===== config.mk =====
export PLATFORM = sky130hd
export DESIGN_NAME = hcm_csr
export DESIGN_NICKNAME = d
export VERILOG_FILES = /design/src/hcm_pkg.sv /design/src/hcm_csr.sv
export SDC_FILE = /design/constraint.sdc
export NUM_CORES = 1
export LEC_CHECK = 0
export ABC_AREA = 1
export BUFFER_PORTS_ARGS = -buffer_cell sky130_fd_sc_hd__buf_2
export CAP_MARGIN = 40
export CORE_AREA = 2 2 134 234
export DETAILED_ROUTE_END_ITERATION = 10
export DIE_AREA = 0 0 136 236
export PLACE_DENSITY = 0.93
export SLEW_MARGIN = 40
export SYNTH_ARGS = -nofsm -noshare
export SYNTH_HDL_FRONTEND = slang
export SYNTH_SLANG_ARGS = --single-unit

===== constraint.sdc =====
create_clock -name clock -period 11.4 [get_ports clock]
set_clock_uncertainty 0.15 [all_clocks]
set_input_delay 0.57 -clock clock [delete_from_list [all_inputs] [get_ports clock]]
set_output_delay 0.57 -clock clock [all_outputs]
set_load 0.02 [all_outputs]

===== src/hcm_pkg.sv =====
// Shared types and codes of the hue color map.
// No dependencies; imported by every module of the block.
`default_nettype none

package hcm_pkg;

   // register indexes of the configuration port
   localparam logic [2:0] REG_VALUE_BEGIN = 3'd0;
   localparam logic [2:0] REG_VALUE_END   = 3'd1;
   localparam logic [2:0] REG_HUE_BEGIN   = 3'd2;
   localparam logic [2:0] REG_HUE_END     = 3'd3;
   localparam logic [2:0] REG_SATURATION  = 3'd4;
   localparam logic [2:0] REG_LIGHTNESS   = 3'd5;

   // how the hue of a beat is formed
   typedef enum logic [1:0] {
      MODE_BEGIN,
      MODE_END,
      MODE_INTERP
   } hue_mode_type;

   // which segment of the channel curve a component falls on
   typedef enum logic [1:0] {
      KIND_RISE,
      KIND_HIGH,
      KIND_FALL,
      KIND_LOW
   } chan_kind_type;

   // pipeline control from the top level
   typedef struct packed {
      logic advance;
      logic in_valid;
   } pipe_ctl_type;

endpackage

`default_nettype wire


===== src/hcm_csr.sv =====
// Configuration registers with APB-style access, and the HSL p/q terms.
// Depends on hcm_pkg.
`default_nettype none

module hcm_csr
   import hcm_pkg::*;
#(
   parameter int SAMPLE_WIDTH = 32,
   parameter int COLOR_WIDTH  = 16,
   parameter int DATA_WIDTH   = 32,
   parameter int ADDR_SHIFT   = 2,
   parameter int ADDR_WIDTH   = 5
) (
   input  wire logic                    clock,
   input  wire logic                    reset,
   input  wire logic                    csr_psel,
   input  wire logic                    csr_penable,
   input  wire logic                    csr_pwrite,
   input  wire logic [ADDR_WIDTH-1:0]   csr_paddr,
   input  wire logic [DATA_WIDTH-1:0]   csr_pwdata,
   output logic      [DATA_WIDTH-1:0]   csr_prdata,
   output logic                         csr_pready,
   output logic      [SAMPLE_WIDTH-1:0] value_begin,
   output logic      [SAMPLE_WIDTH-1:0] value_end,
   output logic      [COLOR_WIDTH-1:0]  hue_begin,
   output logic      [COLOR_WIDTH-1:0]  hue_end,
   output logic      [COLOR_WIDTH:0]    level_p,
   output logic      [COLOR_WIDTH:0]    level_q
);

   localparam int CW = COLOR_WIDTH;
   localparam logic [CW-1:0] HUE_END_RST = CW'((64'd2 << CW) / 64'd3);
   localparam logic [CW-1:0] LIGHT_RST   = {1'b1, {(CW-1){1'b0}}};

   logic [SAMPLE_WIDTH-1:0] vbeg_ff, vend_ff;
   logic [CW-1:0]           hbeg_ff, hend_ff, sat_ff, light_ff;
   logic [CW:0]             p_ff, q_ff, p_in, q_in;
   logic [2*CW-1:0]         ls_full;
   logic [CW:0]             ls, l2;
   logic [2:0]              index;
   logic                    wr;

   assign index      = csr_paddr[ADDR_WIDTH-1:ADDR_SHIFT];
   assign wr         = csr_psel & csr_penable & csr_pwrite;
   assign csr_pready = 1'b1;

   // register writes
   always_ff @(posedge clock) begin
      if (reset) begin
         vbeg_ff  <= '0;
         vend_ff  <= '0;
         hbeg_ff  <= '0;
         hend_ff  <= HUE_END_RST;
         sat_ff   <= '1;
         light_ff <= LIGHT_RST;
      end else if (wr) begin
         case (index)
            REG_VALUE_BEGIN: vbeg_ff  <= csr_pwdata[SAMPLE_WIDTH-1:0];
            REG_VALUE_END:   vend_ff  <= csr_pwdata[SAMPLE_WIDTH-1:0];
            REG_HUE_BEGIN:   hbeg_ff  <= csr_pwdata[CW-1:0];
            REG_HUE_END:     hend_ff  <= csr_pwdata[CW-1:0];
            REG_SATURATION:  sat_ff   <= csr_pwdata[CW-1:0];
            REG_LIGHTNESS:   light_ff <= csr_pwdata[CW-1:0];
            default: ;
         endcase
      end
   end

   // read mux
   always_comb begin
      case (index)
         REG_VALUE_BEGIN: csr_prdata = DATA_WIDTH'(vbeg_ff);
         REG_VALUE_END:   csr_prdata = DATA_WIDTH'(vend_ff);
         REG_HUE_BEGIN:   csr_prdata = DATA_WIDTH'(hbeg_ff);
         REG_HUE_END:     csr_prdata = DATA_WIDTH'(hend_ff);
         REG_SATURATION:  csr_prdata = DATA_WIDTH'(sat_ff);
         REG_LIGHTNESS:   csr_prdata = DATA_WIDTH'(light_ff);
         default:         csr_prdata = '0;
      endcase
   end

   // q = l + l*s or l + s - l*s, p = max(0, 2l - q)
   always_comb begin
      ls_full = light_ff * sat_ff;
      ls      = {1'b0, ls_full[2*CW-1:CW]};
      if (!light_ff[CW-1])
         q_in = {1'b0, light_ff} + ls;
      else
         q_in = {1'b0, light_ff} + {1'b0, sat_ff} - ls;
      l2   = {light_ff, 1'b0};
      p_in = (l2 > q_in) ? l2 - q_in : '0;
   end

   // p/q are registered from the lightness and saturation registers, long before a beat needs them
   always_ff @(posedge clock) begin
      p_ff <= p_in;
      q_ff <= q_in;
   end

   assign value_begin = vbeg_ff;
   assign value_end   = vend_ff;
   assign hue_begin   = hbeg_ff;
   assign hue_end     = hend_ff;
   assign level_p     = p_ff;
   assign level_q     = q_ff;

endmodule

`default_nettype wire


Word-level counts from Yosys, hierarchy flattened
Index checks and enable logic that the tools add are counted.

Register bits after elaboration: 162. Input bits: 42. Output and inout port bits: 163. Word-level logic and storage cells: 30.

Add/sub/neg operators: 4. Multiply operators: 1. Order comparisons: 1. Equality and inequality tests: 5. Multiplexer cells: 2. Bitwise logic cells: 2. Reduce and logical (&&, ||, !) cells: 7.

Operators by type and width (count): case mux 32 bit (6 select lines) (1); adder 16 x 16 -> 17 bit (2); multiplier 16 x 16 -> 32 bit (1); greater-than comparator 17 bit (1); two-way mux 17 bit (1); subtractor 17 x 16 -> 17 bit (1); subtractor 17 bit (1); AND reduction 2 bit (6); == test 3 x 2 -> 1 bit (second input constant) (2); == test 3 bit (second input constant) (2); == test 3 x 1 -> 1 bit (second input constant) (1); zero test 3 bit (1); bitwise AND 1 bit (2).

Longest topological paths before layout
Depth in word-level cells: 4. Gate-level depth with buffers: 52. Depth with buffers taken out: 49.

Worst setup path before layout
OpenSTA, ideal clock, no wires.

Path type: reg-to-reg. Start point: reg light_ff[15]. End point: reg p_ff[4], in the netlist level_p[4]. Setup time: 0.121 ns. Arrival: 8.502 ns. Path slack: 2.627 ns. Stages on the path, launching flop included: 44. Buffers on the path: 4. Period minus slack after synthesis: 8.773 ns. Cell sequence: dfxtp_1 -> buf_2 -> clkbuf_1 -> buf_1 -> nand2_1 -> fa_1 -> fa_1 -> inv_1 -> fa_1 -> fa_1 -> fa_1 -> inv_1 -> fa_1 -> inv_1 -> ha_1 -> nand2_1 -> nor4_1 -> nand2_1 -> (+8 left out) -> inv_1 -> o21ai_0 -> ha_1 -> a21oi_1 -> o21ai_0 -> a21oi_2 -> o21ai_2 -> nand3_1 -> nand2_1 -> nand3_2 -> nand2_4 -> nand2_4 -> nand2_4 -> nand2_2 -> nand2_4 -> nand2_4 -> buf_12 -> nor2_4.

Cells in the longest elaborated chain, start to end: 4. Elaborated cells on any way between the ends: 7. Those cells by class: add/sub (4); mul (1); order compare (1); mux (1).

Ends and longest elaborated chain: start: declaration (line hcm_csr.sv:36) `logic [CW-1:0] hbeg_ff, hend_ff, sat_ff, light_ff;`; start signal: assignment (line hcm_csr.sv:63) `REG_LIGHTNESS: light_ff <= csr_pwdata[CW-1:0];`; multiplier 16 x 16 -> 32 bit / adder 16 x 16 -> 17 bit (equally long branches) (line hcm_csr.sv:84, hcm_csr.sv:89); subtractor 17 x 16 -> 17 bit / adder 16 x 16 -> 17 bit (equally long branches) (line hcm_csr.sv:89, hcm_csr.sv:87); two-way mux 17 bit (line hcm_csr.sv:86) `if (!light_ff[CW-1])`; subtractor 17 bit / greater-than comparator 17 bit (equally long branches) (line hcm_csr.sv:91) `p_in = (l2 > q_in) ? l2 - q_in : '0;`; end signal: assignment (line hcm_csr.sv:96) `p_ff <= p_in;`; end: declaration (line hcm_csr.sv:37) `logic [CW:0] p_ff, q_ff, p_in, q_in;`.

Parallel ways exist; a longest one is shown, timed or not. A chain may end at the register's enable or synchronous reset.

Final worst setup path
Start point: reg light_ff[10]. End point: reg p_ff[2], in the netlist level_p[2].

The elaborated chain is that of the path after synthesis.

==> metrics.cfg <==
[outcome]
status = complete, but fails checks
violations = DRC

[cts]
cts_buffer_depth = 2
cts_repair_resize_count = 0
numCtsBuffers = 17
clock_latency_ns = 0.45
htreeDepth = 4
cts_setup_buffers = 0
cts_tree = yes
clk_pin_slew_worst_paths_ns = 0.09
root_buffer = clkbuf_16
cts_sinks = 162
hold_buffers = 0

[layout]
layoutNonFillerInstCount = 3010
area_delta_synth_final_pct = 11.1
layout.nets = 3005
nFillCells = 2367
drive_gt1_share_pct = 13.4

[synthesis]
synthSimpleGateAreaFrac_pct = 23.6
synth_area_leader_cell = fa_1
syn-num-nets = 2863
synth_fa_ha_area_share_pct = 33.9
synthTopCellsByCount = nand2_1, inv_1, nor2_1
synth.most_common_cell = nand2_1
yosysSeqAreaShare_pct = 18.1
synthCells = 2463
synth_enable_flop_cells = 0
synth_top_family_by_area = adder cells
yosys.area_share.xor_xnor_pct = 1.81
synth_flop_cell = dfxtp_1
avgSynthCellArea_um2 = 7.27
synth_top_area_share_pct = 23.6
synth_mux_area_share_pct = 0
synth_compound_area_share_pct = 9.61
async_flop_share_pct = 0
yosysWarnings = 0
synth_seq_cells = 162
synth_cell_types = 55
synthTopCellsByArea = fa_1, dfxtp_1, nand2_1
synth_area_um2 = 17900

[placed_design]
dpl.hpwl_mm = 43.0
placed_cells = 2977
place.gp.congestion = 0.991
port_buffers = 201

[sta]
tightest_slew_ns = 0.933
period_minus_slack_ns = 10.19
finalSetupViolCount = 0
finalHoldViolCount = 0
clock.fmax_mhz = 98.2
grt_setup_unrepaired = no
tns_ns = 0
relSlewSlack_pct = 37.7
finalCritPeriodShare_pct = 89.4
finalMaxSlewViolations = 0

[detailed_routing]
drc = 2
wl_per_cell_um = 19.3
wl_mm = 58.0
drtIter0Drc = 1789
ant_nets = 0
first_pass_iters = 11
routed-via-count = 17938
viasPerCell = 5.96

[floorplanning]
rows = 85
die_y_um = 236
ios = 205
core-area_um2 = 30400
die_area_um2 = 32100
die_x_um = 136
start_util_pct = 58.9

[worst_setup_path]
cp.required_ns = 11.62
cp-start-kind = register
cp.arrival_ns = 10.41
path_class = reg2reg
cp_max_fo = 16
slowest_stage = dfxtp_1
max_stage_delay_ns = 0.81
critPathCaptureType = register
cp_common_cell = fa_1

[global_routing]
grt_max_degree = 91
track_usage_pct = 36.7
antenna_found_initial = 2
grt_overflow = 0
grt_first_pass_wirelength_mm = 92.2
first_global_vias = 19094

[hold_path]
hp-class = in2reg

[power_and_ir_drop]
power_w = 0.00478
p_leak_nw = 11.2
powerDensity_nw_per_um2 = 240
ir_worst_vdd_mv = 0.269

[run]
maxCapViolCount = 0

-- state kept, by name, indices dropped and copies added, names as in the netlist --
signal       count
value_begin     32
hue_begin       16
value_end       32
level_q         17
level_p         17
sat_ff          16
hue_end         16
light_ff        16
-- per-stage QoR --
stage	hold slack (ns)	utilization [%]	area, µm²	worst slack, ns
after floorplan	0.379	-	17900	2.63
after global placement	0.318	63.2	19200	1.75
after detailed placement	0.332	63.2	19200	1.49
after CTS	0.201	65.4	19900	1.47
after global routing	0.213	65.4	19900	0.741
final	0.195	65.4	19900	1.21
-- worst paths after layout --
kind              slack [ns]      startpoint  cells past startpoint               to
hold reg to reg         0.36   hue_begin[13]                      2    hue_begin[13]
setup reg to reg        1.21    light_ff[10]                     41       level_p[2]
hold / removal          0.19  csr_pwdata[16]                      3  value_begin[16]
setup / recovery        1.21    light_ff[10]                     41       level_p[2]
-- cells by family (layout without fill, tap and decap cells) --
group,after synthesis,in the layout
buffers and inverters,613,768
other,1,2
AO/OA/AOI/OAI,297,297
XOR/XNOR,37,37
adder cells (fa/ha/maj),358,358
AND/OR/NAND/NOR,995,995
flip-flops,162,162
-- layout by cell type, fill, tap and decap left out, types with 3 or more instances in the layout --
cell,instances
a21o_1,4
a21oi_1,84
a221oi_1,13
a22o_1,17
a22oi_1,3
a32oi_1,3
and2_1,4
buf_2,201
buf_4,36
clkbuf_16,17
clkinv_8,6
dfxtp_1,155
dfxtp_2,7
fa_1,211
ha_1,147
inv_1,486
inv_12,5
inv_2,13
nand2_1,565
nand2_2,10
nand2_4,8
nand3_1,87
nand3_2,12
nand4_1,14
nor2_1,253
nor2_2,4
nor2_4,10
nor3_1,12
nor3_2,7
o211ai_1,5
o21ai_0,139
o21bai_1,3
o22ai_1,3
or2_2,3
xnor2_1,11
xor2_1,26
-- report_power, final --
part | internal (W) | switching, W
combinational | 0.00117 | 0.00228
clock | 0.000312 | 0.000329
sequential | 0.000662 | 0.0000252
total | 0.00214 | 0.00264
-- final cells by class --
class | instances | area (µm²) | area share (%)
diodes | 1 | 2.50 | 0.0126
clock buffers | 17 | 425 | 2.14
clock inverters | 15 | 230 | 1.16
inverters | 499 | 1870 | 9.42
multi-input cells | 1688 | 12300 | 62.1
flip-flops and latches | 162 | 3250 | 16.3
well taps | 391 | 489 | 2.46
repair buffers | 237 | 1280 | 6.42
-- critical path: cells and delay by family, from the launching register on --
| family | cells | cell delay (ns) |
|---|---|---|
| buf+inv | 7 | 0.77 |
| compound gates | 6 | 1.63 |
| xor+xnor | 2 | 0.43 |
| fa+ha+maj | 10 | 4.45 |
| simple gates | 16 | 1.85 |
| flops | 1 | 0.81 |
-- per-layer routing --
layer,track usage (%),wire length [µm],vias up
met1,37.1,17700,8319
met4,31.7,6080,2
met2,62.3,28100,1327
met5,0,13,-
met3,8.60,6090,487
li1,-,-,7803
Power figures use the tool's default switching activity.
