==> src/hcm_pkg.sv <==
// Shared types and codes of the hue color map.
// No dependencies; imported by every module of the block.
`default_nettype none

package hcm_pkg;

   // register indexes of the configuration port
   localparam logic [2:0] REG_VALUE_BEGIN = 3'd0;
   localparam logic [2:0] REG_VALUE_END   = 3'd1;
   localparam logic [2:0] REG_HUE_BEGIN   = 3'd2;
   localparam logic [2:0] REG_HUE_END     = 3'd3;
   localparam logic [2:0] REG_SATURATION  = 3'd4;
   localparam logic [2:0] REG_LIGHTNESS   = 3'd5;

   // how the hue of a beat is formed
   typedef enum logic [1:0] {
      MODE_BEGIN,
      MODE_END,
      MODE_INTERP
   } hue_mode_type;

   // which segment of the channel curve a component falls on
   typedef enum logic [1:0] {
      KIND_RISE,
      KIND_HIGH,
      KIND_FALL,
      KIND_LOW
   } chan_kind_type;

   // pipeline control from the top level
   typedef struct packed {
      logic advance;
      logic in_valid;
   } pipe_ctl_type;

endpackage

`default_nettype wire

==> src/hcm_hue.sv <==
// Hue pipeline: range check, bit-serial fraction divider, hue interpolation.
// Depends on hcm_pkg.
`default_nettype none

module hcm_hue
   import hcm_pkg::*;
#(
   parameter int SAMPLE_WIDTH = 32,
   parameter int COLOR_WIDTH  = 16
) (
   input  wire logic                    clock,
   input  wire logic                    reset,
   input  wire pipe_ctl_type            ctl,
   input  wire logic [SAMPLE_WIDTH-1:0] sample_value,
   input  wire logic [SAMPLE_WIDTH-1:0] value_begin,
   input  wire logic [SAMPLE_WIDTH-1:0] value_end,
   input  wire logic [COLOR_WIDTH-1:0]  hue_begin,
   input  wire logic [COLOR_WIDTH-1:0]  hue_end,
   output logic                         hue_valid,
   output logic      [COLOR_WIDTH-1:0]  hue_value
);

   localparam int SW = SAMPLE_WIDTH;
   localparam int CW = COLOR_WIDTH;
   localparam logic [SW-1:0] SIGN_BIT = {1'b1, {(SW-1){1'b0}}};

   logic [SW-1:0]  rem_ff  [CW+1];
   logic [SW-1:0]  den_ff  [CW+1];
   logic [CW-1:0]  frac_ff [CW+1];
   hue_mode_type   mode_ff [CW+1];
   logic           vld_ff  [CW+1];

   logic [SW-1:0]  kv, kb, ke, num, den;
   logic           kv_gt, ke_gt;
   hue_mode_type   mode_in;

   // range check on order-preserving keys
   always_comb begin
      kv    = sample_value ^ SIGN_BIT;
      kb    = value_begin ^ SIGN_BIT;
      ke    = value_end ^ SIGN_BIT;
      kv_gt = kv > kb;
      ke_gt = ke > kb;
      num   = kv_gt ? kv - kb : kb - kv;
      den   = ke_gt ? ke - kb : kb - ke;
      if (hue_begin >= hue_end || kb == ke || kv == kb || kv_gt != ke_gt)
         mode_in = MODE_BEGIN;
      else if (num >= den)
         mode_in = MODE_END;
      else
         mode_in = MODE_INTERP;
   end

   always_ff @(posedge clock) begin
      if (reset) begin
         vld_ff[0] <= 1'b0;
      end else if (ctl.advance) begin
         vld_ff[0] <= ctl.in_valid;
      end
   end

   always_ff @(posedge clock) begin
      if (ctl.advance) begin
         rem_ff[0]  <= num;
         den_ff[0]  <= den;
         frac_ff[0] <= '0;
         mode_ff[0] <= mode_in;
      end
   end

   // one quotient bit per stage
   for (genvar k = 0; k < CW; k++) begin : g_div
      logic [SW:0] shifted, diff;
      logic        ge;

      always_comb begin
         shifted = {rem_ff[k], 1'b0};
         ge      = shifted >= {1'b0, den_ff[k]};
         diff    = shifted - {1'b0, den_ff[k]};
      end

      always_ff @(posedge clock) begin
         if (reset) begin
            vld_ff[k+1] <= 1'b0;
         end else if (ctl.advance) begin
            vld_ff[k+1] <= vld_ff[k];
         end
      end

      always_ff @(posedge clock) begin
         if (ctl.advance) begin
            rem_ff[k+1]  <= ge ? diff[SW-1:0] : shifted[SW-1:0];
            den_ff[k+1]  <= den_ff[k];
            frac_ff[k+1] <= {frac_ff[k][CW-2:0], ge};
            mode_ff[k+1] <= mode_ff[k];
         end
      end
   end

   // fraction times hue span, then offset by the begin hue
   logic [2*CW-1:0] prod_ff;
   hue_mode_type    mmode_ff;
   logic            mvld_ff;
   logic [CW-1:0]   span, hue_in;
   logic [CW-1:0]   hue_ff;
   logic            hvld_ff;

   assign span = hue_end - hue_begin;

   always_comb begin
      case (mmode_ff)
         MODE_BEGIN:  hue_in = hue_begin;
         MODE_END:    hue_in = hue_end;
         MODE_INTERP: hue_in = hue_begin + prod_ff[2*CW-1:CW];
         default:     hue_in = hue_begin;
      endcase
   end

   always_ff @(posedge clock) begin
      if (reset) begin
         mvld_ff <= 1'b0;
         hvld_ff <= 1'b0;
      end else if (ctl.advance) begin
         mvld_ff <= vld_ff[CW];
         hvld_ff <= mvld_ff;
      end
   end

   always_ff @(posedge clock) begin
      if (ctl.advance) begin
         prod_ff  <= frac_ff[CW] * span;
         mmode_ff <= mode_ff[CW];
         hue_ff   <= hue_in;
      end
   end

   assign hue_valid = hvld_ff;
   assign hue_value = hue_ff;

endmodule

`default_nettype wire

==> config.mk <==
export PLATFORM = sky130hd
export DESIGN_NAME = hcm_hue
export DESIGN_NICKNAME = d
export VERILOG_FILES = /design/src/hcm_pkg.sv /design/src/hcm_hue.sv
export SDC_FILE = /design/constraint.sdc
export NUM_CORES = 2
export LEC_CHECK = 0
export ABC_AREA = 0
export BUFFER_PORTS_ARGS = -buffer_cell sky130_fd_sc_hd__buf_2
export CAP_MARGIN = 20
export CORE_MARGIN = 2
export CORE_UTILIZATION = 40
export CTS_BUF_LIST = sky130_fd_sc_hd__clkbuf_4 sky130_fd_sc_hd__clkbuf_8
export DETAILED_ROUTE_END_ITERATION = 12
export HOLD_SLACK_MARGIN = 0.05
export MAX_ROUTING_LAYER = met4
export PLACE_DENSITY = 0.59
export SYNTH_ARGS = -nofsm -noshare
export SYNTH_HDL_FRONTEND = slang
export SYNTH_SLANG_ARGS = --single-unit
==> constraint.sdc <==
create_clock -name clock -period 10.75 [get_ports clock]
set_input_delay 0 -clock clock [delete_from_list [all_inputs] [get_ports clock]]
set_output_delay 0 -clock clock [all_outputs]
set_load 0.05 [all_outputs]
Word-level counts from Yosys, hierarchy flattened
Memories as Yosys holds them, arrays and structs flattened. A register that Yosys moved wholly into a read port is not among the register bits.
Cells that the tools add are included.
- bitwise gates (word level): 20
- muxes and demuxes: 44
- add/subtract/negate cells: 22
- reductions and logical operators: 3
- multiply operators: 1
- equality and inequality tests: 5
- $lt $le $gt $ge: 20
- operators by type and width (cell ; number):
    subtractor 32 bit ; 20
    two-way mux 32 bit ; 18
    >= comparator 33 x 32 -> 1 bit ; 16
    equality test 32 bit ; 2
    greater-than comparator 32 bit ; 2
    >= comparator 32 bit ; 1
    multiplier 16 x 16 -> 32 bit ; 1
    case mux 16 bit (2 select lines) ; 1
    two-way mux 1 bit ; 23
    OR 1 bit ; 17
    adder 16 bit ; 1
    >= comparator 16 bit ; 1
    subtractor 16 bit ; 1
    two-way mux 2 bit ; 2
    logical OR 1 bit ; 3
    inverter 1 bit ; 3
    equality test 2 x 1 -> 1 bit (second input constant) ; 1
    equality test 2 bit (second input constant) ; 1
    != test 1 bit ; 1
- input port bits: 132
- memories kept: 5
- output and inout bits: 17
- register bits after elaboration: 49
- logic and storage cells: 123
- bits in writable memories: 1411
- memory list (name ; words ; width ; read ports ; clocked after memory_dff ; write ports ; RTL line ; source):
    den_ff ; 17 ; 32 ; 16 ; 0 ; 17 ; hcm_hue.sv:28 ; logic [SW-1:0] den_ff [CW+1];
    rem_ff ; 17 ; 32 ; 16 ; 0 ; 17 ; hcm_hue.sv:27 ; logic [SW-1:0] rem_ff [CW+1];
    frac_ff ; 17 ; 16 ; 17 ; 0 ; 17 ; hcm_hue.sv:29 ; logic [CW-1:0] frac_ff [CW+1];
    mode_ff ; 17 ; 2 ; 17 ; 1 ; 17 ; hcm_hue.sv:30 ; hue_mode_type mode_ff [CW+1];
    vld_ff ; 17 ; 1 ; 17 ; 1 ; 17 ; hcm_hue.sv:31 ; logic vld_ff [CW+1];

Logic depth before layout (Yosys ltp)
- word-level depth: 6
- gate-level depth with buffers: 38
- mapped depth without buffers: 37

Worst setup path after synthesis
OpenSTA, ideal clock, no wires.
- path type: input to register
- start point: input port hue_end[0]
- end point: register prod_ff[31] (data pin)
- arrival time: 7.752 ns
- stages: 35
- setup time: 0.260 ns
- data required time: 10.490 ns
- path slack: 2.739 ns
- path buffers: 1
- path through: inv_1 > ha_1 > inv_1 > fa_1 > a21o_1 > a21oi_1 > o21ai_0 > a21oi_1 > o21ai_0 > a211oi_1 > o21ai_0 > a31oi_1 > o21bai_1 > xor2_1 > clkbuf_1 > nand2_1 > fa_1 > fa_1 > inv_1 > fa_1 > fa_1 > fa_1 > inv_1 > fa_1 > inv_1 > ha_1 > a21o_1 > a21o_1 > a22o_1 > o2111ai_1 > o21ai_0 > o22a_1 > a21oi_1 > o21bai_1 > xnor2_1
- cells in the longest elaborated chain, start to end: 2
- ends and longest elaborated chain (item ; RTL line ; source):
    start, declared ; hcm_hue.sv:18 ; input wire logic [COLOR_WIDTH-1:0] hue_end,
    subtractor 16 bit ; hcm_hue.sv:108 ; assign span = hue_end - hue_begin;
    multiplier 16 x 16 -> 32 bit ; hcm_hue.sv:131 ; prod_ff <= frac_ff[CW] * span;
    end signal, assigned ; hcm_hue.sv:131 ;
    end, declared ; hcm_hue.sv:101 ; logic [2*CW-1:0] prod_ff;
Every way passes these cells.
A chain may end at the register's enable or synchronous reset.

Final worst setup path
- start point: input port hue_begin[2]
- end point: register prod_ff[31] (data pin)
- cells in the longest elaborated chain, start to end: 2
- ends and longest elaborated chain (item ; RTL line ; source):
    start, declared ; hcm_hue.sv:17 ; input wire logic [COLOR_WIDTH-1:0] hue_begin,
    subtractor 16 bit ; hcm_hue.sv:108 ;
    multiplier 16 x 16 -> 32 bit ; hcm_hue.sv:131 ;
Every way passes these cells.

==> run metrics <==
Logic pwr share=58.9%; Setup crit start kind=input pin; Post-synth EDFFs=1245; core area=213000 sq um; GRT Util Overall=20.4%; Pwr Density=331 nW/um^2; Pins Over Slew Limit=0; Net Sw Frac=42.2%; Leak=41.8 nW; Main synth FF type=edfxtp_1; share of the synthesized area in the top cell type=43.7%; syn avg cell area=10.4 sq um; CP Max Fanout=11; Clock Power Share=14.1%; Layout area overhead=12.7%; clock sink count=1247; ys async rst share=0%; met2 GRT Util=35.4%; global route hottest layer=met2; Worst slew margin=26.6%; DIE AREA=218000 sq um; maxcap violations=0; number of port buffers=148; DIE WIDTH=467 um; Post-Syn Instances=8224; CTS Buffer Depth=3; Final Core Density=45.4%; drt wl/cell=18.7 um; Routed Antenna Nets=0; CP max stage cell=xor2_1; Clock transition at path regs=60 ps; number of H-tree levels=4; RSZ-0062 raised after global routing=false; flops & latches, synth=1247; CP Capture Type=register; final critical-path share of the clock period=80.6%; skew final=65.7 ps; Post-CTS Setup Bufs=0; Max Clk Rate=115 MHz; clock root buffer=clkbuf_8; drt pass-1 iters=7; layout cells sized above 1=8.88%; Syn Nets=9374; nets@finish=9811; IO Pins=149; GR Overflow Total=0; post-CTS sizing=0; register area share after synthesis=43.7%; GR met1 Demand/Resource=24.5%; drt initial violations=4306; Area contributors post-synth=edfxtp_1 44%, ha_1 12%, fa_1 5.0%, inv_1 4.5%, a21oi_1 3.8%; sequential share of power=27.1%; Yosys top cell by area=edfxtp_1; mapped cell area=85600 sq um; placer congestion estimate=0.903; CTS Hold Bufs=255; post-synth cell types=93; NetSw=0.0135 W; Initial Util=40.3%; row count=169; largest net degree at the start of global routing=194; Int Pwr=0.0185 W; Finish-stage setup viols=0; Crit Path Class=input pin to register; outcome=finished clean; Vias/cell=5.30; maximum vdd drop=0.000831 V; M3 GR Usage=2.55%; Clock Latency Late Sink=1010 ps; via count=61864; final hold violations=0; crit path time final=8670 ps; Worst path max stage delay=600 ps; CTS tree=done; first-pass GRT wire length=343000 um; vias in the first global route=62020; Worst Max-Slew Pin Slew=1100 ps; Critical Path RT=11480 ps; dpl hpwl=164000 um; Hold Crit Class=input pin to register; # DRC=0; CTS Buf Count=217; WP data arrival=9400 ps; synth warn=0; final wirelength=218000 um; TNS Setup=0 ps; Vert. Die Dim=467 um; antenna violations before repair=4
[critical path, delay by kind of cell]
family | cells | cell delay [ps]
and+or+nand+nor | 2 | 230
adders and majority gates | 8 | 3580
buffers and inverters | 9 | 1910
xor gates and xnor gates | 2 | 730
AOI/OAI and AO/OA | 15 | 2900
[area by class of cell]
type                       instances  area, sq um
sequential                      1247        37400
clock buffer                     284         3490
antenna                            9         22.5
inverter                        1024         3840
multi-input combinational       5726        43600
fill                           19964       116000
timing repair buffer             445         3690
clock inverter                   111          968
tap                             2821         3530
[cell usage after synthesis, drive strengths merged, types with 15 or more instances]
cell	count
o41ai	17
and3	46
xnor2	293
nor4	23
mux2i	40
inv	1024
nand2	646
a31oi	66
a21boi	26
o21a	81
nor2b	99
o2111ai	15
nand4	98
o211ai	28
o31ai	41
nand2b	105
a21oi	654
mux2	179
or2	23
o21ai	496
a211o	18
a211oi	50
a2111oi	21
clkbuf	173
nor2	427
edfxtp	1245
o31a	16
a311oi	16
or3	32
o21bai	72
fa	214
a221oi	30
buf	54
xor2	217
nor3	87
ha	804
a21o	359
and2	137
nand3	115
[stage by stage]
step / total power, W / hold WS, ps / setup WS [ps] / instances / instance area (sq um)
2_1_floorplan: 0.0227 / 72.4 / 2740 / 8224 / 85600
6_report: 0.0319 / 184 / 2080 / 11667 / 96500
3_3_place_gp: 0.0270 / 202 / 1910 / 11006 / 89500
4_1_cts: 0.0323 / 71.8 / 2170 / 11658 / 96500
3_5_place_dp: 0.0274 / 208 / 1930 / 11008 / 89500
5_1_grt: 0.0351 / 122 / 1410 / 11662 / 96500
[layer usage]
metal	share of wire, %	vias up	routed length, um
li1	-	30181	-
met1	43	29859	93000
met2	50	1385	110000
met3	3.7	439	8090
met4	3.1	0	6850
met5	0	-	0
[registers in the layout (all words and copies together) (netlist names)]
| register | cells |
|---|---|
| prod_ff | 16 |
| mode_ff | 34 |
| rem_ff | 512 |
| mvld_ff | 1 |
| den_ff | 512 |
| frac_ff | 136 |
| mmode_ff | 2 |
| hue_valid | 1 |
| hue_value | 16 |
| vld_ff | 17 |
[cells by family after synthesis]
| logic type | synth area share [%] |
|---|---|
| mux | 2.86 |
| xor+xnor | 5.22 |
| buf+inv | 5.59 |
| simple gates | 10.4 |
| flops | 43.7 |
| fa+ha+maj | 16.8 |
| compound gates | 15.5 |
[power by group through the flow]
stage	combinational, W	sequential [W]	clock (W)
2_1_floorplan	0.0144	0.00827	0
3_3_place_gp	0.0182	0.00876	0
3_5_place_dp	0.0186	0.00876	0
4_1_cts	0.0190	0.00868	0.00465
5_1_grt	0.0214	0.00878	0.00488
6_report	0.0188	0.00865	0.00449
[path summary, 6_finish.rpt]
| kind | slack, ps | cells past startpoint | endpoint | startpoint |
|---|---|---|---|---|
| setup / recovery | 2080 | 36 | prod_ff[31]$_DFFE_PP_ | hue_begin[2] |
| hold / removal | 180 | 4 | hue_valid$_SDFFE_PP0P_ | ctl[1] |
| setup reg to reg | 3600 | 23 | prod_ff[31]$_DFFE_PP_ | frac_ff[16][9]$_DFFE_PP_ |
| hold reg to reg | 410 | 0 | frac_ff[14][6]$_DFFE_PP_ | frac_ff[13][5]$_DFFE_PP_ |
[cell usage in the layout, fill, tap and decap left out, types with 99 or more instances in the layout]
cell,Yosys,layout
edfxtp_1,1245,1245
inv_1,1023,1023
ha_1,804,804
a21oi_1,652,651
nand2_1,646,646
o21ai_0,472,471
nor2_1,427,426
a21o_1,359,359
xnor2_1,293,291
dlygate4sd3_1,0,255
clkbuf_8,0,217
xor2_1,217,216
fa_1,214,214
mux2_2,166,166
buf_2,44,148
and2_1,137,137
nand3_1,115,115
nand2b_1,105,105
nor2b_1,99,99
No activity file was read; power rests on OpenSTA's default activity.
