### config.mk
export PLATFORM = sky130hd
export DESIGN_NAME = hcm_rgb
export DESIGN_NICKNAME = d
export VERILOG_FILES = /design/src/hcm_pkg.sv /design/src/hcm_rgb.sv
export SDC_FILE = /design/constraint.sdc
export NUM_CORES = 2
export LEC_CHECK = 0
export BUFFER_PORTS_ARGS = -buffer_cell sky130_fd_sc_hd__buf_4
export CAP_MARGIN = 20
export CELL_PAD_IN_SITES_DETAIL_PLACEMENT = 1
export CELL_PAD_IN_SITES_GLOBAL_PLACEMENT = 2
export CORE_MARGIN = 1
export CORE_UTILIZATION = 44
export CTS_CLUSTER_DIAMETER = 120
export DETAILED_ROUTE_END_ITERATION = 8
export HOLD_SLACK_MARGIN = 0.05
export PLACE_DENSITY_LB_ADDON = 0.1
export SETUP_SLACK_MARGIN = 0.4
export SLEW_MARGIN = 30
export SYNTH_ARGS = -nofsm -noshare
export SYNTH_HDL_FRONTEND = slang
export SYNTH_SLANG_ARGS = --single-unit
### constraint.sdc
create_clock -name clock -period 27 [get_ports clock]
set_clock_uncertainty 0.15 [all_clocks]
set_input_delay 2.7 -clock clock [delete_from_list [all_inputs] [get_ports clock]]
set_output_delay 2.7 -clock clock [all_outputs]
set_load 0.005 [all_outputs]
### src/hcm_pkg.sv
// Shared types and codes of the hue color map.
// No dependencies; imported by every module of the block.
`default_nettype none

package hcm_pkg;

   // register indexes of the configuration port
   localparam logic [2:0] REG_VALUE_BEGIN = 3'd0;
   localparam logic [2:0] REG_VALUE_END   = 3'd1;
   localparam logic [2:0] REG_HUE_BEGIN   = 3'd2;
   localparam logic [2:0] REG_HUE_END     = 3'd3;
   localparam logic [2:0] REG_SATURATION  = 3'd4;
   localparam logic [2:0] REG_LIGHTNESS   = 3'd5;

   // how the hue of a beat is formed
   typedef enum logic [1:0] {
      MODE_BEGIN,
      MODE_END,
      MODE_INTERP
   } hue_mode_type;

   // which segment of the channel curve a component falls on
   typedef enum logic [1:0] {
      KIND_RISE,
      KIND_HIGH,
      KIND_FALL,
      KIND_LOW
   } chan_kind_type;

   // pipeline control from the top level
   typedef struct packed {
      logic advance;
      logic in_valid;
   } pipe_ctl_type;

endpackage

`default_nettype wire

### src/hcm_rgb.sv
// HSL-to-RGB pipeline: segment select, scaling multiply, offset and clamp.
// Depends on hcm_pkg.
`default_nettype none

module hcm_rgb
   import hcm_pkg::*;
#(
   parameter int COLOR_WIDTH = 16
) (
   input  wire logic                   clock,
   input  wire logic                   reset,
   input  wire logic                   advance,
   input  wire logic                   hue_valid,
   input  wire logic [COLOR_WIDTH-1:0] hue_value,
   input  wire logic [COLOR_WIDTH:0]   level_p,
   input  wire logic [COLOR_WIDTH:0]   level_q,
   output logic                        out_valid,
   output logic      [COLOR_WIDTH-1:0] red_level,
   output logic      [COLOR_WIDTH-1:0] green_level,
   output logic      [COLOR_WIDTH-1:0] blue_level
);

   localparam int CW = COLOR_WIDTH;
   localparam int TW = CW + 4;
   localparam logic [TW-1:0] ONE  = TW'(1) << CW;
   localparam logic [TW-1:0] SIX  = ONE * TW'(6);
   localparam logic [CW:0]   CMAX = {1'b0, {CW{1'b1}}};

   logic [TW-1:0]   t_hue;
   logic [TW-1:0]   t_ch   [3];
   chan_kind_type   kind_in [3];
   logic [CW:0]     x_in   [3];
   chan_kind_type   kind_ff [3];
   logic [CW:0]     x_ff   [3];
   chan_kind_type   kind2_ff [3];
   logic [2*CW+1:0] prod_ff [3];
   logic [CW-1:0]   col_ff [3];
   logic [CW:0]     span;
   logic            v1_ff, v2_ff, v3_ff;

   assign span = level_q - level_p;

   // hue in sixths, red leads by a third of a turn and blue trails
   always_comb begin
      logic [TW-1:0] tr, tb;
      t_hue = (TW'(hue_value) << 2) + (TW'(hue_value) << 1);
      tr    = t_hue + (ONE << 1);
      tb    = t_hue + (ONE << 2);
      t_ch[0] = (tr >= SIX) ? tr - SIX : tr;
      t_ch[1] = t_hue;
      t_ch[2] = (tb >= SIX) ? tb - SIX : tb;
   end

   // segment of the curve and the scaling term
   for (genvar c = 0; c < 3; c++) begin : g_sel
      always_comb begin
         logic [TW-1:0] fall;
         fall = (ONE << 2) - t_ch[c];
         if (t_ch[c] < ONE) begin
            kind_in[c] = KIND_RISE;
            x_in[c]    = t_ch[c][CW:0];
         end else if (t_ch[c] < ONE * TW'(3)) begin
            kind_in[c] = KIND_HIGH;
            x_in[c]    = '0;
         end else if (t_ch[c] < (ONE << 2)) begin
            kind_in[c] = KIND_FALL;
            x_in[c]    = fall[CW:0];
         end else begin
            kind_in[c] = KIND_LOW;
            x_in[c]    = '0;
         end
      end

      logic [CW+1:0] sum;

      always_comb begin
         case (kind2_ff[c])
            KIND_RISE, KIND_FALL:
               sum = {1'b0, level_p} + {1'b0, prod_ff[c][2*CW:CW]};
            KIND_HIGH: sum = {1'b0, level_q};
            KIND_LOW:  sum = {1'b0, level_p};
            default:   sum = {1'b0, level_p};
         endcase
      end

      always_ff @(posedge clock) begin
         if (advance) begin
            kind_ff[c]  <= kind_in[c];
            x_ff[c]     <= x_in[c];
            kind2_ff[c] <= kind_ff[c];
            prod_ff[c]  <= span * x_ff[c];
            col_ff[c]   <= (sum > {1'b0, CMAX}) ? CMAX[CW-1:0] : sum[CW-1:0];
         end
      end
   end

   always_ff @(posedge clock) begin
      if (reset) begin
         v1_ff <= 1'b0;
         v2_ff <= 1'b0;
         v3_ff <= 1'b0;
      end else if (advance) begin
         v1_ff <= hue_valid;
         v2_ff <= v1_ff;
         v3_ff <= v2_ff;
      end
   end

   assign out_valid   = v3_ff;
   assign red_level   = col_ff[0];
   assign green_level = col_ff[1];
   assign blue_level  = col_ff[2];

endmodule

`default_nettype wire

* Yosys cells after proc, flatten, opt, wreduce, memory -nomap -nowiden
Memories as Yosys holds them, arrays and structs flattened. Cells that the tools add are included. W data, S select, Z words.
Operators by class: add/sub/neg operators 12, multipliers 3, div/mod/pow operators 0, order comparisons 14, eq/ne operators 9, shift-type cells 0, multiplexer cells 28, bitwise operators 0, reductions and logical operators 6
Operators by type and width (count):
- $pmux W18 S3 | 3
- $mux W17 | 9
- $mul A17 B17 Y34 | 3
- $add A17 B17 Y18 | 3
- $gt A18 B16 Y1 const B | 3
- $sub A1 B17 Y17 const A | 3
- $mux W16 | 3
- $ge A20 B19 Y1 const B | 2
- $lt A20 B17 Y1 const B | 2
- $lt A20 B18 Y1 const B | 2
- $lt A20 B19 Y1 const B | 2
- $mux W20 | 2
- $sub A20 B19 Y20 const B | 2
- $add A19 B18 Y20 const B | 1
- $add A19 B19 Y20 const B | 1
- $add A18 B17 Y19 | 1
- $lt A19 B17 Y1 const B | 1
- $lt A19 B18 Y1 const B | 1
- $lt A19 B19 Y1 const B | 1
- $sub A17 B17 Y17 | 1
- $eq A2 B2 Y1 const B | 6
- $mux W2 | 6
- $eq A2 B1 Y1 const B | 3
- $logic_not A2 Y1 | 3
- other kinds (2) | 8
Storage, ports and cells: flip-flop bits (word level) 3, bits in latches 0, bits in writable memories 213, memory bits (read-only) 0, input bits 54, output and inout port bits 49, logic and storage cells 80, memories 5
Memories:
- prod_ff | words 3, bits a word 34, read ports 3, clocked after memory_dff 0, write ports 3, RTL line hcm_rgb.sv:36 | logic [2*CW+1:0] prod_ff [3];
- x_ff | words 3, bits a word 17, read ports 3, clocked after memory_dff 0, write ports 3, RTL line hcm_rgb.sv:34 | logic [CW:0] x_ff [3];
- col_ff | words 3, bits a word 16, read ports 3, clocked after memory_dff 0, write ports 3, RTL line hcm_rgb.sv:37 | logic [CW-1:0] col_ff [3];
- kind2_ff | words 3, bits a word 2, read ports 3, clocked after memory_dff 0, write ports 3, RTL line hcm_rgb.sv:35 | chan_kind_type kind2_ff [3];
- kind_ff | words 3, bits a word 2, read ports 3, clocked after memory_dff 0, write ports 3, RTL line hcm_rgb.sv:33 | chan_kind_type kind_ff [3];

* Depth between registers and ports, before layout
word-level depth 8, gate-level depth with buffers 34, mapped depth without buffers 33

* Worst setup path after synthesis
No wires, ideal clock.
path type input to register, from input level_q[0], to memory prod_ff[0][100] (netlist bit), data pin, setup time 0.261 ns, data arrival time 10.217 ns, data required time 26.589 ns, path slack 16.372 ns, stages 32, buffers on the path 2, cells stage by stage inv_1 -> ha_1 -> fa_1 -> nor2b_1 -> o31a_1 -> o211ai_1 -> a21oi_1 -> o31ai_1 -> mux2_2 -> nand2_1 -> clkbuf_1 -> clkbuf_1 -> nand2_1 -> fa_1 -> fa_1 -> inv_1 -> fa_1 -> fa_1 -> fa_1 -> inv_1 -> fa_1 -> inv_1 -> ha_1 -> a21o_1 -> a211o_1 -> o211ai_1 -> a21oi_1 -> nor3_1 -> a21oi_1 -> a311o_1 -> a41oi_1 -> xnor2_1
RTL lines:
- start: declaration | RTL line hcm_rgb.sv:16 | input wire logic [COLOR_WIDTH:0] level_q,
- end: declaration | RTL line hcm_rgb.sv:36

==> impl_metrics.tcl <==
set metrics [dict create \
    status "finished, final reports clean" \
    finalSetupTns_ns 0 \
    worst_ep_required_time_ns 27.07 \
    min_path_type "flip-flop to flip-flop" \
    cts_made_buffers 17 \
    fin_ws_ns 14.96 \
    synth_warnings 0 \
    worstSkewPairLatency_ns 0.48 \
    die_h_um 296.8 \
    path_class "input port to flip-flop" \
    start_kind "input port" \
    slowest_stage "a311oi_4" \
    clk_path_buf_depth 2 \
    gp_congestion 0.8602 \
    min_period_ns 12.04 \
    synth_cell_types 94 \
    setup_viol 0 \
    synth-seq-area-share_pct 12.64 \
    critPathLaunch "level_p[1]" \
    holdCritStartpoint "kind_ff[0][3]$_SDFFCE_PP0P_" \
    dieArea_um2 88110 \
    placedInstanceArea_um2 40230 \
    grt_use_met3_pct 2.355 \
    grt.total_usage_pct 27.52 \
    grt_max_degree 90 \
    period_share_pct 44.60 \
    post_cts_buffers 0 \
    maxCapViolCount 0 \
    port_buffers 102 \
    finalHoldViolCount 0 \
    postRouteAntennaNets 0 \
    wire_per_inst_um 22.54 \
    detail_route.iter0.violations 1392 \
    crit_path_end_kind "flip-flop" \
    cts_tree "yes" \
    r2r-start "x_ff[0][36]$_DFFE_PP_" \
    finalNetCount 5254 \
    grtUsageMet1_pct 37.44 \
    dr_total_vias 28860 \
    final_util_pct 47.71 \
    avgSynthCellArea_um2 9.131 \
    drc_errors 0 \
    synth_ff_type "edfxtp_1" \
    relSlewSlack_pct 29.01 \
    gr-max-usage-layer "met2" \
    syn-cell-area_um2 38250 \
    crit_arrival_ns 12.11 \
    fp.dieW_um 296.8 \
    synthArstFlopShare_pct 0 \
    cts_resized 0 \
    gr-usage-met2_pct 47.76 \
    design_area_um2 40880 \
    post-place-ws_ns 14.36 \
    rows 107 \
    area_growth_pct 6.879 \
    cts_hold_buf 0 \
    io_pins 103 \
    max_freq_ghz 0.08305 \
    dp.final_hpwl_um 92850 \
    tightest_slew_ns 1.054 \
    first_pass_iters 5 \
    start_util_pct 44.64 \
    cts.reportedPaths.clkPinSlew_ns 0.07 \
    vias_per_cell 5.431 \
    rsz0062_at_grt "false" \
    drive_above_1_share_pct 6.527 \
    synth_nets 5289 \
    crit_path_frequent_cell "fa_1" \
    core_area_um2 85680 \
    h-tree-depth 4 \
    synth_edf_count 159 \
    crit_fanout 26 \
    antenna_found_initial 6 \
    syn_inst 4189 \
    yosys_register_bits 162 \
    slowest_delay_ns 0.54 \
    grt_pass1_wl_um 186000 \
    slew_viol_final 0 \
    clockRootBuffer "clkbuf_16" \
    routed_wirelength_um 119800 \
    grt_overflow_total 0 \
    clock_sinks 162 \
    grt_pass1_vias 31050 \
]
-- stage by stage --
stage,cells,hold WS (ns)
6_report,5314,0.2717
5_1_grt,5311,0.2851
3_3_place_gp,5276,0.2512
3_5_place_dp,5278,0.2557
4_1_cts,5310,0.2741
2_1_floorplan,4189,0.2503
-- synthesized netlist by cell type (5+ instances only) --
| library cell | count | area, µm² |
|---|---|---|
| mux2i_1 | 42 | 420.4 |
| nor2_1 | 107 | 401.6 |
| o31a_1 | 7 | 61.31 |
| a211o_1 | 5 | 43.79 |
| nand3b_1 | 7 | 52.55 |
| and3_1 | 13 | 81.33 |
| xnor2_1 | 82 | 718.2 |
| nand2b_1 | 83 | 519.3 |
| xor2_1 | 38 | 332.8 |
| and4_1 | 6 | 52.55 |
| ha_1 | 423 | 5293 |
| nor4_1 | 15 | 93.84 |
| o21ai_0 | 84 | 420.4 |
| o22ai_1 | 28 | 175.2 |
| nand4_1 | 21 | 131.4 |
| o31ai_1 | 5 | 37.54 |
| clkbuf_1 | 178 | 668.1 |
| fa_1 | 623 | 12470 |
| a21o_1 | 32 | 240.2 |
| a31oi_1 | 12 | 75.07 |
| o21a_1 | 43 | 322.8 |
| mux2_2 | 26 | 292.8 |
| o21ai_1 | 7 | 35.03 |
| nand2_1 | 477 | 1790 |
| edfxtp_1 | 159 | 4775 |
| buf_1 | 13 | 48.80 |
| or2_2 | 8 | 50.05 |
| o21bai_1 | 12 | 90.09 |
| a311o_1 | 5 | 50.05 |
| o211ai_1 | 69 | 518.0 |
| and2_1 | 328 | 2052 |
| buf_2 | 13 | 65.06 |
| a311oi_1 | 7 | 61.31 |
| nand3_1 | 30 | 150.1 |
| nor2b_1 | 73 | 456.7 |
| a211oi_1 | 10 | 75.07 |
| inv_1 | 832 | 3123 |
| a21oi_1 | 92 | 460.4 |
| o221ai_1 | 19 | 166.4 |
| nor3_1 | 47 | 235.2 |
| or3_1 | 13 | 81.33 |
-- state kept, by name, summed over array words and instances (netlist names) --
| register | flops |
|---|---|
| prod_ff | 51 |
| col_ff | 48 |
| x_ff | 48 |
| kind2_ff | 6 |
| kind_ff | 6 |
| out_valid | 1 |
| v1_ff | 1 |
| v2_ff | 1 |
-- per-layer routing --
| layer | wire [µm] | up-vias |
|---|---|---|
| met5 | 0 | - |
| met4 | 2240 | 0 |
| li1 | - | 13180 |
| met2 | 59090 | 414 |
| met1 | 55200 | 15180 |
| met3 | 3254 | 88 |
-- cell usage in the layout, fill, tap and decap left out, types with 10 or more instances in the layout --
cell,n
xnor2_1,75
and2_1,328
nand3_1,30
and3_1,13
a21oi_1,91
edfxtp_1,159
a21o_1,32
nand2_1,476
ha_1,421
mux2_2,26
fa_1,622
nand2b_1,83
o211ai_1,69
buf_4,149
or3_1,13
o22ai_1,28
o21ai_0,83
mux2i_1,41
inv_1,832
o21a_1,43
nor4_1,15
a211oi_1,10
xor2_1,36
nor2b_1,73
nor2_1,105
o21bai_1,12
nor3_1,47
a31oi_1,11
o221ai_1,19
clkbuf_16,17
nand4_1,21
-- worst max-delay path: cells and delay by family --
family	cells	cell delay [ns]
AND/OR/NAND/NOR	2	0.27
multiplexers	1	0.42
buffers and inverters	7	1.35
AO/OA/AOI/OAI	14	3.55
XOR/XNOR	1	0.16
adder cells (fa/ha/maj)	8	3.62
-- final timing paths --
check / end / slack [ns] / cells past startpoint
worst min-delay path: kind2_ff[0][3]$_DFFE_PP_ / 0.27 / 0
worst max register to register: prod_ff[0][100]$_DFFE_PP_ / 19.50 / 21
worst max-delay path: prod_ff[0][97]$_DFFE_PP_ / 14.96 / 33
worst min register to register: kind2_ff[0][3]$_DFFE_PP_ / 0.27 / 0
-- kinds of logic (layout without fill, tap and decap cells) --
group	after synthesis	in the layout	synth area share [%]
buffers and inverters	1042	1020	10.31
DFF	162	162	12.64
AOI/OAI and AO/OA	501	501	9.294
other	0	3	0
muxes	70	70	1.923
and+or+nand+nor	1244	1244	16.44
xor gates and xnor gates	124	124	2.947
adders and majority gates	1046	1046	46.44
-- area by class of cell --
class / instances / area [µm²]
antenna: 3 / 7.507
clock buffer: 17 / 425.4
clock inverter: 15 / 196.4
fill: 9906 / 44800
inverter: 835 / 3134
multi-input combinational: 2985 / 29670
sequential: 162 / 4835
tap: 1144 / 1431
timing repair buffer: 153 / 1184
Power is left out: the tool's default activity adds up to more than one toggle a clock period on the data nets, which glitch-free logic cannot reach.
